--- src/hdl/iae_pkg.sv ---
`timescale 1ns / 1ps
`default_nettype none
// ----------------------------------------------------------------------------
// iae_pkg: shared types and constants of the immediate assignment encoder
// Message layout constants, frame-time divisors, the job descriptor that
// travels from the front end to the octet serializer, and the front FSM type.
// ----------------------------------------------------------------------------
package iae_pkg;

  localparam int BODY_BYTES_DEF = 22;
  localparam int FN_W           = 22;
  localparam int IDX_W          = 5;
  localparam int QDEPTH         = 2;

  localparam logic [7:0] LEN_OCTET = 8'h2D;
  localparam logic [7:0] FILLER    = 8'h2B;

  // fixed part and rest-octet field lengths in bits
  localparam int FIX_W  = 88;
  localparam int DL_W   = 74;
  localparam int DLNP_W = 58;
  localparam int UL_W   = 32;

  localparam int DIV_T1 = 26 * 51;
  localparam int DIV_T3 = 51;
  localparam int DIV_T2 = 26;

  typedef enum logic [1:0] {
    FR_IDLE,
    FR_CALC,
    FR_DONE
  } fr_state_t;

  typedef struct packed {
    logic [4:0] t1;
    logic [5:0] t3;
    logic [4:0] t2;
  } ftime_t;

  typedef struct packed {
    logic        is_downlink;
    logic [7:0]  ra;
    logic [5:0]  ta;
    logic [9:0]  arfcn;
    logic [2:0]  ts;
    logic [2:0]  tsc;
    logic [4:0]  tfi;
    logic [2:0]  usf;
    logic [31:0] tlli;
    logic        poll;
    logic [1:0]  cs_code;
    ftime_t      fn_time;
    ftime_t      poll_time;
  } job_t;

endpackage
`default_nettype wire

--- src/hdl/iae_front.sv ---
`timescale 1ns / 1ps
`default_nettype none
// ----------------------------------------------------------------------------
// iae_front: request intake and frame-time derivation
// Captures a request, derives T1'/T3/T2 of both frame numbers by reciprocal
// multiplication, then hands a job to the queue.
// ----------------------------------------------------------------------------
module iae_front (
  input  wire logic                      clk,
  input  wire logic                      rst_n,
  input  wire logic                      push,
  output logic                           full,
  input  wire logic                      in_is_downlink,
  input  wire logic [7:0]                in_random_access_ref,
  input  wire logic [iae_pkg::FN_W-1:0]  in_frame_number,
  input  wire logic [5:0]                in_timing_advance,
  input  wire logic [9:0]                in_arfcn,
  input  wire logic [2:0]                in_timeslot,
  input  wire logic [2:0]                in_training_seq,
  input  wire logic [4:0]                in_flow_id,
  input  wire logic [2:0]                in_uplink_state_flag,
  input  wire logic [31:0]               in_tlli,
  input  wire logic                      in_poll_request,
  input  wire logic [iae_pkg::FN_W-1:0]  in_poll_frame,
  input  wire logic [2:0]                cs,
  output logic                           q_push,
  output iae_pkg::job_t                  q_data,
  input  wire logic                      q_full
);
  import iae_pkg::*;

  localparam int CNT_W = 2;
  localparam int STEPS = 3;

  // exact reciprocals: ceil(2^SH / divisor) for the operand ranges used here
  localparam logic [22:0] RCP_T1 = 23'd6478081;  // 1326, any 22-bit frame number
  localparam int          SH_T1  = 33;
  localparam logic [11:0] RCP_T3 = 12'd2571;     // 51, remainder below 1326
  localparam int          SH_T3  = 17;
  localparam logic [11:0] RCP_T2 = 12'd2521;     // 26, remainder below 1326
  localparam int          SH_T2  = 16;

  typedef struct packed {
    logic [11:0] q1326;
    logic [10:0] r1326;
    logic [4:0]  q51;
    logic [5:0]  q26;
  } fdiv_t;

  // One pass of the three-stage chain; after three passes on a held frame
  // number every stage holds its final value.
  function automatic fdiv_t div_step(fdiv_t s, logic [FN_W-1:0] f);
    logic [44:0]     p1;
    logic [FN_W-1:0] m1;
    logic [22:0]     p3;
    logic [22:0]     p2;
    fdiv_t           n;
    p1      = 45'(f) * 45'(RCP_T1);
    n.q1326 = p1[SH_T1 +: 12];
    m1      = f - FN_W'(s.q1326) * FN_W'(DIV_T1);
    n.r1326 = m1[10:0];
    p3      = 23'(s.r1326) * 23'(RCP_T3);
    n.q51   = p3[SH_T3 +: 5];
    p2      = 23'(s.r1326) * 23'(RCP_T2);
    n.q26   = p2[SH_T2 +: 6];
    return n;
  endfunction

  function automatic ftime_t frame_time(fdiv_t s);
    logic [10:0] m3;
    logic [10:0] m2;
    ftime_t      t;
    m3   = s.r1326 - 11'(s.q51) * 11'(DIV_T3);
    m2   = s.r1326 - 11'(s.q26) * 11'(DIV_T2);
    t.t1 = s.q1326[4:0];
    t.t3 = m3[5:0];
    t.t2 = m2[4:0];
    return t;
  endfunction

  fr_state_t          st_r, st_nxt;
  logic [CNT_W-1:0]   cnt_r;
  logic [FN_W-1:0]    fn_r, pfn_r;
  fdiv_t              fdiv_r, pdiv_r;
  job_t               job_r;
  logic               accept;
  logic               step_en;

  assign accept = push && !full;

  // next state
  always_comb begin
    st_nxt = st_r;
    unique case (st_r)
      FR_IDLE: begin
        if (accept) st_nxt = FR_CALC;
      end
      FR_CALC: begin
        if (cnt_r == CNT_W'(STEPS - 1)) st_nxt = FR_DONE;
      end
      FR_DONE: begin
        if (!q_full) st_nxt = accept ? FR_CALC : FR_IDLE;
      end
      default: st_nxt = FR_IDLE;
    endcase
  end

  // outputs
  always_comb begin
    full    = 1'b0;
    q_push  = 1'b0;
    step_en = 1'b0;
    unique case (st_r)
      FR_IDLE: begin
        full = 1'b0;
      end
      FR_CALC: begin
        full    = 1'b1;
        step_en = 1'b1;
      end
      FR_DONE: begin
        full   = q_full;
        q_push = !q_full;
      end
      default: full = 1'b1;
    endcase
  end

  always_ff @(posedge clk) begin
    if (!rst_n) begin
      st_r  <= FR_IDLE;
      cnt_r <= '0;
    end else begin
      st_r <= st_nxt;
      if (accept) begin
        cnt_r <= '0;
      end else if (step_en) begin
        cnt_r <= cnt_r + CNT_W'(1);
      end
    end
  end

  always_ff @(posedge clk) begin
    if (accept) begin
      fn_r                <= in_frame_number;
      pfn_r               <= in_poll_frame;
      fdiv_r              <= '0;
      pdiv_r              <= '0;
      job_r.is_downlink   <= in_is_downlink;
      job_r.ra            <= in_random_access_ref;
      job_r.ta            <= in_timing_advance;
      job_r.arfcn         <= in_arfcn;
      job_r.ts            <= in_timeslot;
      job_r.tsc           <= in_training_seq;
      job_r.tfi           <= in_flow_id;
      job_r.usf           <= in_uplink_state_flag;
      job_r.tlli          <= in_tlli;
      job_r.poll          <= in_poll_request;
      job_r.cs_code       <= 2'(cs - 3'd1);
      job_r.fn_time       <= '0;
      job_r.poll_time     <= '0;
    end else if (step_en) begin
      fdiv_r <= div_step(fdiv_r, fn_r);
      pdiv_r <= div_step(pdiv_r, pfn_r);
    end
  end

  always_comb begin
    q_data           = job_r;
    q_data.fn_time   = frame_time(fdiv_r);
    q_data.poll_time = frame_time(pdiv_r);
  end

endmodule
`default_nettype wire

--- src/hdl/iae_fifo.sv ---
`timescale 1ns / 1ps
`default_nettype none
// ----------------------------------------------------------------------------
// iae_fifo: job queue between front end and serializer
// Small register queue of job descriptors; lets either side stall alone.
// ----------------------------------------------------------------------------
module iae_fifo (
  input  wire logic           clk,
  input  wire logic           rst_n,
  input  wire logic           push,
  input  wire iae_pkg::job_t  wdata,
  output logic                full,
  input  wire logic           pop,
  output iae_pkg::job_t       rdata,
  output logic                vld
);
  import iae_pkg::*;

  localparam int PW = (QDEPTH > 1) ? $clog2(QDEPTH) : 1;
  localparam int CW = $clog2(QDEPTH + 1);

  job_t           mem_r [QDEPTH];
  logic [PW-1:0]  wr_ptr_r, rd_ptr_r;
  logic [CW-1:0]  cnt_r;
  logic           do_push, do_pop;

  assign full    = (cnt_r == CW'(QDEPTH));
  assign vld     = (cnt_r != '0);
  assign do_push = push && !full;
  assign do_pop  = pop && vld;
  assign rdata   = mem_r[rd_ptr_r];

  always_ff @(posedge clk) begin
    if (!rst_n) begin
      wr_ptr_r <= '0;
      rd_ptr_r <= '0;
      cnt_r    <= '0;
    end else begin
      if (do_push) begin
        wr_ptr_r <= (wr_ptr_r == PW'(QDEPTH - 1)) ? '0 : wr_ptr_r + PW'(1);
      end
      if (do_pop) begin
        rd_ptr_r <= (rd_ptr_r == PW'(QDEPTH - 1)) ? '0 : rd_ptr_r + PW'(1);
      end
      if (do_push && !do_pop) begin
        cnt_r <= cnt_r + CW'(1);
      end else if (do_pop && !do_push) begin
        cnt_r <= cnt_r - CW'(1);
      end
    end
  end

  always_ff @(posedge clk) begin
    if (do_push) mem_r[wr_ptr_r] <= wdata;
  end

endmodule
`default_nettype wire

--- src/hdl/iae_back.sv ---
`timescale 1ns / 1ps
`default_nettype none
// ----------------------------------------------------------------------------
// iae_back: message assembly and octet serializer
// Builds the message body of the current job over the filler pattern and
// sends the length octet and the body octets, one per transaction.
// ----------------------------------------------------------------------------
module iae_back #(
  parameter int BODY_BYTES = iae_pkg::BODY_BYTES_DEF
) (
  input  wire logic                       clk,
  input  wire logic                       rst_n,
  input  wire logic                       q_vld,
  input  wire iae_pkg::job_t              q_data,
  output logic                            q_pop,
  output logic                            empty,
  input  wire logic                       pop,
  output logic [7:0]                      out_byte_value,
  output logic [iae_pkg::IDX_W-1:0]       out_byte_index,
  output logic                            out_last
);
  import iae_pkg::*;

  localparam int BODY_W = BODY_BYTES * 8;
  localparam int REST_W = BODY_W - FIX_W;
  localparam int IW     = $clog2(BODY_BYTES + 1);
  localparam logic [BODY_W-1:0] FILL = {BODY_BYTES{FILLER}};

  job_t               job_r;
  logic               job_vld_r;
  logic [IW-1:0]      idx_r, idx_nxt;
  logic               out_vld_r;
  logic [7:0]         out_byte_r;
  logic [IDX_W-1:0]   out_idx_r;
  logic               out_last_r;

  logic [FIX_W-1:0]   fixed;
  logic [REST_W-1:0]  rest_w, rest_mask, rest;
  logic [DL_W-1:0]    w;
  logic [6:0]         wlen;
  logic [BODY_W-1:0]  body;
  logic [7:0]         octs [BODY_BYTES + 1];
  logic               emit, at_last;

  // fixed part: header, TBF octet, channel description, request reference, TA, empty mobile allocation
  assign fixed = {4'h0, 4'h6, 8'h3F, 2'b00, job_r.is_downlink, 1'b1, 4'h0,
                  5'd1, job_r.ts, job_r.tsc, 3'b000, job_r.arfcn, job_r.ra,
                  job_r.fn_time, 2'b00, job_r.ta, 8'h00};

  // rest octets, left justified
  always_comb begin
    if (job_r.is_downlink) begin
      if (job_r.poll) begin
        w    = {2'b11, 2'b01, job_r.tlli, 1'b1, job_r.tfi, 2'b00, 5'd0,
                1'b1, 1'b0, 1'b1, 4'h0, 1'b1, job_r.poll_time, 1'b0};
        wlen = 7'(DL_W);
      end else begin
        w    = {2'b11, 2'b01, job_r.tlli, 1'b1, job_r.tfi, 2'b00, 5'd0,
                1'b0, 1'b1, 1'b1, 4'h0, 1'b0, 1'b0, 16'h0};
        wlen = 7'(DLNP_W);
      end
    end else begin
      w    = {2'b11, 2'b00, 1'b1, job_r.tfi, 2'b00, job_r.usf, 2'b00,
              job_r.cs_code, 2'b11, 4'h0, 5'd0, 2'b00, 42'h0};
      wlen = 7'(UL_W);
    end
  end

  always_comb begin
    rest_w                     = '0;
    rest_w[REST_W-1 -: DL_W]   = w;
    rest_mask                  = ~({REST_W{1'b1}} >> wlen);
    rest                       = (rest_w & rest_mask) | (FILL[REST_W-1:0] & ~rest_mask);
    body                       = {fixed, rest};
  end

  always_comb begin
    octs[0] = LEN_OCTET;
    for (int k = 1; k <= BODY_BYTES; k++) begin
      octs[k] = body[(BODY_BYTES - k) * 8 +: 8];
    end
  end

  assign at_last = (idx_r == IW'(BODY_BYTES));
  assign emit    = job_vld_r && (!out_vld_r || pop);
  assign q_pop   = q_vld && (!job_vld_r || (emit && at_last));
  assign idx_nxt = at_last ? '0 : idx_r + IW'(1);

  always_ff @(posedge clk) begin
    if (!rst_n) begin
      job_vld_r <= 1'b0;
      idx_r     <= '0;
      out_vld_r <= 1'b0;
    end else begin
      if (q_pop) begin
        job_vld_r <= 1'b1;
      end else if (emit && at_last) begin
        job_vld_r <= 1'b0;
      end
      if (emit) idx_r <= idx_nxt;
      if (emit) begin
        out_vld_r <= 1'b1;
      end else if (pop) begin
        out_vld_r <= 1'b0;
      end
    end
  end

  always_ff @(posedge clk) begin
    if (q_pop) job_r <= q_data;
    if (emit) begin
      out_byte_r <= octs[idx_r];
      out_idx_r  <= IDX_W'(idx_r);
      out_last_r <= at_last;
    end
  end

  assign empty          = !out_vld_r;
  assign out_byte_value = out_byte_r;
  assign out_byte_index = out_idx_r;
  assign out_last       = out_last_r;

`ifndef SYNTHESIS
  a_len_octet: assert property (@(posedge clk) disable iff (!rst_n)
    (out_vld_r && out_idx_r == '0) |-> out_byte_r == LEN_OCTET)
    else $error("first octet is not the length octet");

  a_last_pos: assert property (@(posedge clk) disable iff (!rst_n)
    out_vld_r |-> (out_last_r == (out_idx_r == IDX_W'(BODY_BYTES))))
    else $error("last flag out of place");

  a_job_held: assert property (@(posedge clk) disable iff (!rst_n)
    (emit && !at_last) |=> (job_vld_r && idx_r == $past(idx_r) + IW'(1)))
    else $error("job dropped mid-message");

  a_no_gap: assert property (@(posedge clk) disable iff (!rst_n)
    (out_vld_r && pop && !out_last_r) |=>
      (out_vld_r && out_idx_r == $past(out_idx_r) + IDX_W'(1)))
    else $error("octet sequence broken inside a message");
`endif

endmodule
`default_nettype wire

--- src/hdl/immediate_assignment_encoder_core.sv ---
`timescale 1ns / 1ps
`default_nettype none
// ----------------------------------------------------------------------------
// immediate_assignment_encoder_core: TBF immediate assignment message encoder
// Turns one assignment request into a length octet plus BODY_BYTES body
// octets, delivered through a queue-style result port.
// ----------------------------------------------------------------------------
// Each request accepted on the input queue port (push/full) produces one
// message of 1 + BODY_BYTES octets on the result queue port (empty/pop): the
// length octet 0x2D first, then the body with byte_index counting up and last
// set on the final octet. The body is the 0x2B filler with the fixed part
// (header, TBF octet, packet channel description, request reference with
// T1'/T3/T2 of the frame number, timing advance, empty mobile allocation) and
// either downlink or uplink rest octets written over it MSB first. Sustained
// throughput is set by the result port, one octet per cycle while pop is held;
// the front end derives the frame times by reciprocal multiplication, then
// hands the job off, and it overlaps the serialization of the previous
// message through a two-entry job queue. A request passes the front end's
// calculation and hand-off states, the job queue, the serializer's job
// register and the output register before its first octet appears. The
// coding scheme register (valid/ready, always ready) is sampled when a
// request is accepted; write it while idle.
// ----------------------------------------------------------------------------
module immediate_assignment_encoder_core #(
  parameter int BODY_BYTES = iae_pkg::BODY_BYTES_DEF
) (
  input  wire logic                      clk,
  input  wire logic                      rst_n,
  // request transactions
  input  wire logic                      push,
  output logic                           full,
  input  wire logic                      in_is_downlink,
  input  wire logic [7:0]                in_random_access_ref,
  input  wire logic [iae_pkg::FN_W-1:0]  in_frame_number,
  input  wire logic [5:0]                in_timing_advance,
  input  wire logic [9:0]                in_arfcn,
  input  wire logic [2:0]                in_timeslot,
  input  wire logic [2:0]                in_training_seq,
  input  wire logic [4:0]                in_flow_id,
  input  wire logic [2:0]                in_uplink_state_flag,
  input  wire logic [31:0]               in_tlli,
  input  wire logic                      in_poll_request,
  input  wire logic [iae_pkg::FN_W-1:0]  in_poll_frame,
  // octet transactions
  output logic                           empty,
  input  wire logic                      pop,
  output logic [7:0]                     out_byte_value,
  output logic [iae_pkg::IDX_W-1:0]      out_byte_index,
  output logic                           out_last,
  // coding scheme register
  input  wire logic                      valid,
  output logic                           ready,
  input  wire logic [2:0]                cfg_initial_coding_scheme
);
  import iae_pkg::*;

  logic [2:0] cs_r;
  logic       q_push, q_full, q_vld, q_pop;
  job_t       q_wdata, q_rdata;

  // config write: always ready, one register
  assign ready = 1'b1;

  always_ff @(posedge clk) begin
    if (!rst_n) begin
      cs_r <= 3'd1;
    end else if (valid && ready) begin
      cs_r <= cfg_initial_coding_scheme;
    end
  end

  // front end: accept, hold fields, derive frame times
  iae_front u_front (
    .clk                  (clk),
    .rst_n                (rst_n),
    .push                 (push),
    .full                 (full),
    .in_is_downlink       (in_is_downlink),
    .in_random_access_ref (in_random_access_ref),
    .in_frame_number      (in_frame_number),
    .in_timing_advance    (in_timing_advance),
    .in_arfcn             (in_arfcn),
    .in_timeslot          (in_timeslot),
    .in_training_seq      (in_training_seq),
    .in_flow_id           (in_flow_id),
    .in_uplink_state_flag (in_uplink_state_flag),
    .in_tlli              (in_tlli),
    .in_poll_request      (in_poll_request),
    .in_poll_frame        (in_poll_frame),
    .cs                   (cs_r),
    .q_push               (q_push),
    .q_data               (q_wdata),
    .q_full               (q_full)
  );

  // decouple: jobs wait here while the serializer drains the previous one
  iae_fifo u_fifo (
    .clk   (clk),
    .rst_n (rst_n),
    .push  (q_push),
    .wdata (q_wdata),
    .full  (q_full),
    .pop   (q_pop),
    .rdata (q_rdata),
    .vld   (q_vld)
  );

  // back end: assemble the message and advance one octet per transaction
  iae_back #(
    .BODY_BYTES (BODY_BYTES)
  ) u_back (
    .clk            (clk),
    .rst_n          (rst_n),
    .q_vld          (q_vld),
    .q_data         (q_rdata),
    .q_pop          (q_pop),
    .empty          (empty),
    .pop            (pop),
    .out_byte_value (out_byte_value),
    .out_byte_index (out_byte_index),
    .out_last       (out_last)
  );

endmodule
`default_nettype wire

--- config.mk ---
export PLATFORM = sky130hd
export DESIGN_NAME = immediate_assignment_encoder_core
export DESIGN_NICKNAME = d
export VERILOG_FILES = /design/src/hdl/iae_pkg.sv /design/src/hdl/iae_front.sv /design/src/hdl/iae_fifo.sv /design/src/hdl/iae_back.sv /design/src/hdl/immediate_assignment_encoder_core.sv
export SDC_FILE = /design/constraint.sdc
export NUM_CORES = 2
export LEC_CHECK = 0
export ABC_AREA = 0
export BUFFER_PORTS_ARGS = -buffer_cell sky130_fd_sc_hd__buf_4
export CELL_PAD_IN_SITES_DETAIL_PLACEMENT = 0
export CELL_PAD_IN_SITES_GLOBAL_PLACEMENT = 1
export CORE_ASPECT_RATIO = 2
export CORE_MARGIN = 5
export CORE_UTILIZATION = 57
export CTS_BUF_LIST = sky130_fd_sc_hd__clkbuf_8 sky130_fd_sc_hd__clkbuf_16
export DETAILED_ROUTE_END_ITERATION = 10
export PLACE_DENSITY = 0.93
export REMOVE_ABC_BUFFERS = 1
export SLEW_MARGIN = 20
export SYNTH_ARGS = -nofsm -noshare
export SYNTH_HDL_FRONTEND = slang
export SYNTH_SLANG_ARGS = --single-unit
--- constraint.sdc ---
create_clock -name clk -period 9.4 [get_ports clk]
set_clock_uncertainty 0.05 [all_clocks]
set_input_delay 2.35 -clock clk [delete_from_list [all_inputs] [get_ports clk]]
set_output_delay 2.35 -clock clk [all_outputs]
set_load 0.01 [all_outputs]
# ---- After elaboration in Yosys (flattened, before gate mapping)
# Memory sizes are Yosys's and may differ from the RTL's. A register that Yosys moved wholly into a read port is not among the register bits.
# Cells that the tools add are included.
dict set report totals {
  out_inout_bits 17
  register_bits 217
  input_bits 124
  mem_count 1
  elab_cells 124
  latch_bits 0
  ram_bits 212
  romBits 0
}
# memory words width rd rd_ports_with_merged_regs wr line
set memory_table {}
lappend memory_table {u_fifo.mem_r 2 106 1 1 1 iae_fifo.sv:22} ;# job_t mem_r [QDEPTH];
dict set report classes {
  addsub 13
  n_mux 26
  n_reduce_logical 23
  n_eq_ne 8
  n_div 0
  n_mul 12
  shift 1
  n_lt_le_gt_ge 1
  bitwise 6
}
# operator count
set op_table {}
lappend op_table {{22-bit by 23-bit multiplier with 45-bit output, second input constant} 2}
lappend op_table {{88-bit bitwise AND} 1}
lappend op_table {{11-bit by 12-bit multiplier with 22-bit output, second input constant} 4}
lappend op_table {{88-bit NOT} 1}
lappend op_table {{88-bit by 86-bit OR with 88-bit output} 1}
lappend op_table {{88-bit by 7-bit right shift with 88-bit output, first input constant} 1}
lappend op_table {{86-bit NOT} 1}
lappend op_table {{71-bit 2-to-1 mux} 1}
lappend op_table {{8-bit binary-select mux with 5-bit select} 1}
lappend op_table {{25-bit 2-to-1 mux} 1}
lappend op_table {{12-bit by 10-bit multiplier with 10-bit output, second input constant} 2}
lappend op_table {{11-bit subtractor} 2}
lappend op_table {{8-bit 2-to-1 mux} 2}
lappend op_table {{7-bit 2-to-1 mux} 2}
lappend op_table {{5-bit by 6-bit multiplier with 6-bit output, second input constant} 2}
lappend op_table {{6-bit by 4-bit multiplier with 4-bit output, second input constant} 2}
lappend op_table {{6-bit subtractor} 2}
lappend op_table {{1-bit 2-to-1 mux} 11}
lappend op_table {{2-bit 2-to-1 mux} 5}
lappend op_table {{5-bit subtractor} 2}
lappend op_table {{1-bit logical AND} 8}
lappend op_table {{2-bit nonzero test} 4}
lappend op_table {{2-bit == test, second input constant} 3}
lappend op_table {{6-bit >= comparator, second input constant} 1}
lappend op_table {{18 further kinds} 28}

# ---- Logic depth before layout (Yosys ltp)
dict set report depth {
  word_depth 10
  depth_mapped 22
  depth_no_buf 22
}

# ---- Hierarchy
# A second synthesis with hierarchy kept.
dict set report unflattened {
  cells_unflattened 3350
  hier_area_um2 41586.1
}
# module area_per_inst_um2 cells_each instances seq_area_each_um2
set modules_own_cells {}
lappend modules_own_cells {iae_front 28148.2 2643 1 4824.6}
lappend modules_own_cells {iae_fifo 8044.0 355 1 6466.2}
lappend modules_own_cells {iae_back 5276.3 341 1 3743.6}
lappend modules_own_cells {immediate_assignment_encoder_core 117.6 11 1 60.1}

# ---- Least setup slack after synthesis
# No wires, ideal clock.
dict set report synth_timing {
  path_kind {input-to-reg}
  startpoint {in push}
  endpoint {reg u_front.fn_r[0] (enable)}
  required_time_ps 8821
  path_buffers 2
  slack_ps 2572
  path_stages 5
  setup_ps 529
  arrival_time_ps 6249
  cell_sequence {nand2b_1 a21o_1 clkbuf_1 clkinv_1 clkbuf_1}
}
dict set report synth_between {
  elab_chain_len 1
}
# element line
set synth_rtl {}
lappend synth_rtl {{start, declared} immediate_assignment_encoder_core.sv:30} ;# input wire logic push,
lappend synth_rtl {{1-bit logical AND} iae_front.sv:89} ;# assign accept = push && !full;
lappend synth_rtl {{named net u_front.accept} iae_front.sv:86} ;# logic accept;
lappend synth_rtl {{end signal, assigned} iae_front.sv:145} ;# fn_r <= in_frame_number;
lappend synth_rtl {{end, declared} iae_front.sv:83} ;# logic [FN_W-1:0] fn_r, pfn_r;
# The timed path passes the listed nets, and every way through them passes these cells.
# A chain may end at the register's enable or synchronous reset.

# ---- Worst setup path in the final report
dict set report layout_timing {
  startpoint {reg u_front.fn_r[9]}
  endpoint {reg u_front.fdiv_r[30] in the netlist's numbering}
}
dict set report layout_between {
  elab_chain_len 1
}
# element line
set layout_rtl {}
lappend layout_rtl {{22-bit by 23-bit multiplier with 45-bit output} iae_front.sv:58} ;# p1 = 45'(f) * 45'(RCP_T1);
lappend layout_rtl {{end signal, assigned} iae_front.sv:163} ;# fdiv_r <= div_step(fdiv_r, fn_r);
lappend layout_rtl {{end, declared} iae_front.sv:84} ;# fdiv_t fdiv_r, pdiv_r;
# No other way between the ends.

==> results.sh <==
export IMPL_antenna_violations_before_repair=3
export IMPL_holdBufCountCts=0
export IMPL_crit_path_max_fanout=9
export IMPL_globalRouteTotalUtil_pct=24.11
export IMPL_layout_worst_path_cycle_share_pct=71.81
export IMPL_synthToLayoutAreaGrowth_pct=9.076
export IMPL_worst_endpoint_arrival_ns=7.17
export IMPL_biggest_area_consumer_among_synthesized_cells="edfxtp_1"
export IMPL_tns_ns=0
export IMPL_die_width_um=199.2
export IMPL_ys_seq_area_share_pct=36.88
export IMPL_maximum_number_of_pins_on_one_net_before_global_route_repair=86
export IMPL_routed_wl_um=91630
export IMPL_final_max_slew_violation_count=0
export IMPL_timing_final_hold_violations=0
export IMPL_critical_path_class="register to register"
export IMPL_via_count_of_the_first_global_routing_pass=27520
export IMPL_tritoncts_num_sinks=527
export IMPL_run_status="completed"
export IMPL_crit_path_cell_trace="ha_1 -> xor2_1 -> ha_1 -> inv_1 -> fa_1 -> inv_1 -> fa_1 -> fa_1 -> fa_1 -> fa_1 -> ha_1 -> a211oi_1 -> nor2_1 -> or3_1 -> a221oi_2 -> o21ai_2 -> o41ai_2 -> xor2_1 -> o21ai_0"
export IMPL_regArea_mm2=0.01506
export IMPL_ios=141
export IMPL_rrSetupSlack_ns=2.65
export IMPL_dr_iter_0_viols=952
export IMPL_crit_end_category="register"
export IMPL_min_tclk_post_route_ns=6.750
export IMPL_r2r_end="u_front.fdiv_r[30]"
export IMPL_layout_drive_gt1_share_pct=10.74
export IMPL_fp_row_count=138
export IMPL_worst_setup_path_endpoint="u_front.fdiv_r[30]"
export IMPL_starting_density_of_the_core_pct=57.52
export IMPL_cts_htree_levels=2
export IMPL_io_buffers=138
export IMPL_synthCells=3294
export IMPL_cts_root_to_sink_buffers=3
export IMPL_worstPathBufferInverterCount=2
export IMPL_post_synth_edffs=450
export IMPL_detail_route_antenna_nets=0
export IMPL_ys_types=77
export IMPL_hold_class="register to register"
export IMPL_viasPerCell=5.670
export IMPL_synth_main_ff_cell="edfxtp_1"
export IMPL_cts_bufs_inserted=47
export IMPL_max_slew_margin_rel_pct=25.11
export IMPL_netlist_top_cells_area="edfxtp_1 33%, ha_1 23%, fa_1 17%"
export IMPL_count_of_warnings_emitted_by_yosys=0
export IMPL_postCtsResizedCells=0
export IMPL_worst_path_stages=19
export IMPL_drtPass1Iterations=5
export IMPL_holdCritStartpoint="u_front.q_data[74]"
export IMPL_start_kind="register"
export IMPL_routedWlPerCell_um=20.85
export IMPL_ys_async_sr_fraction_pct=0
export IMPL_cts_tree="built"
export IMPL_die_height_um=388.5
export IMPL_leading_cell_type_in_the_layout_fill_and_taps_excluded="ha_1"
export IMPL_cts_root_buffer_cell="clkbuf_16"
export IMPL_clock_insertion_delay_worst_skew_ns=0.60
export IMPL_core_area_mm2=0.07097
export IMPL_netlist_area_mm2=0.04082
export IMPL_multiInputGateArea_mm2=0.02318
export IMPL_fillers=5398
export IMPL_post_synth_top_area_fraction_pct=33.10
export IMPL_hpwl_um=71880
export IMPL_timing_rr_start="u_front.fn_r[9]"
export IMPL_cpMaxStageDelayCell="edfxtp_1"
export IMPL_reg2regPathDepth=19
export IMPL_die_area_mm2=0.07739
export IMPL_cp_startpoint="u_front.fn_r[9]"
export IMPL_grt_first_pass_wirelength_um=143700
export IMPL_clock_fmax_mhz=148.1
export IMPL_cp_peak_stage_delay_ns=0.68
export IMPL_overflow=0
export IMPL_cp_required_ns=9.82
export IMPL_most_common_layout_cells="742 x ha_1, 644 x inv_1, 450 x edfxtp_1"
export IMPL_ys_ff_latch=527
export IMPL_synth_avg_cell_area_um2=12.39
export IMPL_gate_family_responsible_for_the_most_delay_along_the_worst_path="adder cells"
export IMPL_rsz0062_at_grt="no"
export IMPL_setup_violations_final=0
export IMPL_tightest_slew_ns=1.109
export IMPL_maximum_capacitance_violations=0
export IMPL_clk_transition_reported_paths_ns=0.07
export IMPL_final_nets=4661
export IMPL_drc=0
export IMPL_routed_via_count=24910
export IMPL_path_common_cell="fa_1"
export IMPL_finalWeightedCongestion=0.9750
export IMPL_postCtsSetupRepairBufs=0
[synth_stat cells (all sizes together) (18+ instances only)]
library cell and number:
mux2i 25, a21oi 117, xor2 44, nor2 62, xnor2 100, o21ai 76
a21o 45, nor3 18, mux2 112, nand3 34, nand2 102, inv 638
ha 742, dfxtp 77, clkbuf 46, fa 350, edfxtp 450
[worst min path at each step]
stage	depth (start not counted)	slack (ns)	endpoint
6_report	0	0.39	u_fifo.mem_r[0][74]
3_5_place_dp	0	0.38	u_fifo.mem_r[1][84]
5_1_grt	0	0.40	u_fifo.mem_r[0][57]
3_3_place_gp	0	0.37	u_fifo.mem_r[0][90]
2_1_floorplan	0	0.37	u_fifo.mem_r[0][100]
4_1_cts	0	0.39	u_fifo.mem_r[0][65]
[cells by family after synthesis]
logic type	after synthesis	synth area share [%]
xor+xnor	144	3.090
compound gates	367	5.735
flops	527	36.88
fa+ha+maj	1092	39.91
buf+inv	692	6.385
simple gates	328	3.960
other cells	1	0.009187
mux	143	4.034
[routing by layer]
metal | track usage (%) | up-vias | part of all wire [%]
li1 | - | 11570 | -
met1 | 24.25 | 12350 | 33
met3 | 3.397 | 312 | 4.7
met5 | 0 | - | 0.013
met2 | 45.82 | 683 | 55
met4 | 14.42 | 2 | 7.4
[cell type report]
class,instances,area share [%]
well taps,910,2.557
clock buffers,51,2.790
repair buffers,155,2.613
diodes,2,0.01124
inverters,639,5.404
flip-flops and latches,527,33.83
clock inverters,35,0.7278
multi-input cells,2075,52.07
[metrics by stage]
step	utilization [%]	instances	area, um2	hold slack [ns]	worst slack, ns
after global placement	60.53	4306	42950	0.3716	2.702
after floorplan	-	3241	40610	0.3715	2.060
final	62.74	4394	44530	0.3910	2.650
after CTS	62.73	4392	44520	0.3893	2.654
after global routing	62.73	4392	44520	0.4007	2.421
after detailed placement	60.53	4306	42950	0.3802	2.666
[flip-flops by register name, indices dropped and copies added, names as in the netlist, 2 cells and up]
register / cells
cs_r: 2
u_back.body: 47
u_back.idx_r: 5
u_back.job_r: 59
u_back.out_byte_index: 5
u_back.out_byte_value: 8
u_fifo.cnt_r: 2
u_fifo.mem_r: 212
u_front.cnt_r: 2
u_front.fdiv_r: 25
u_front.fn_r: 22
u_front.pdiv_r: 25
u_front.pfn_r: 22
u_front.q_data: 84
u_front.st_r: 2
Power is left out: the tool's default activity adds up to more than one toggle a clock period on the data nets, which glitch-free logic cannot reach.
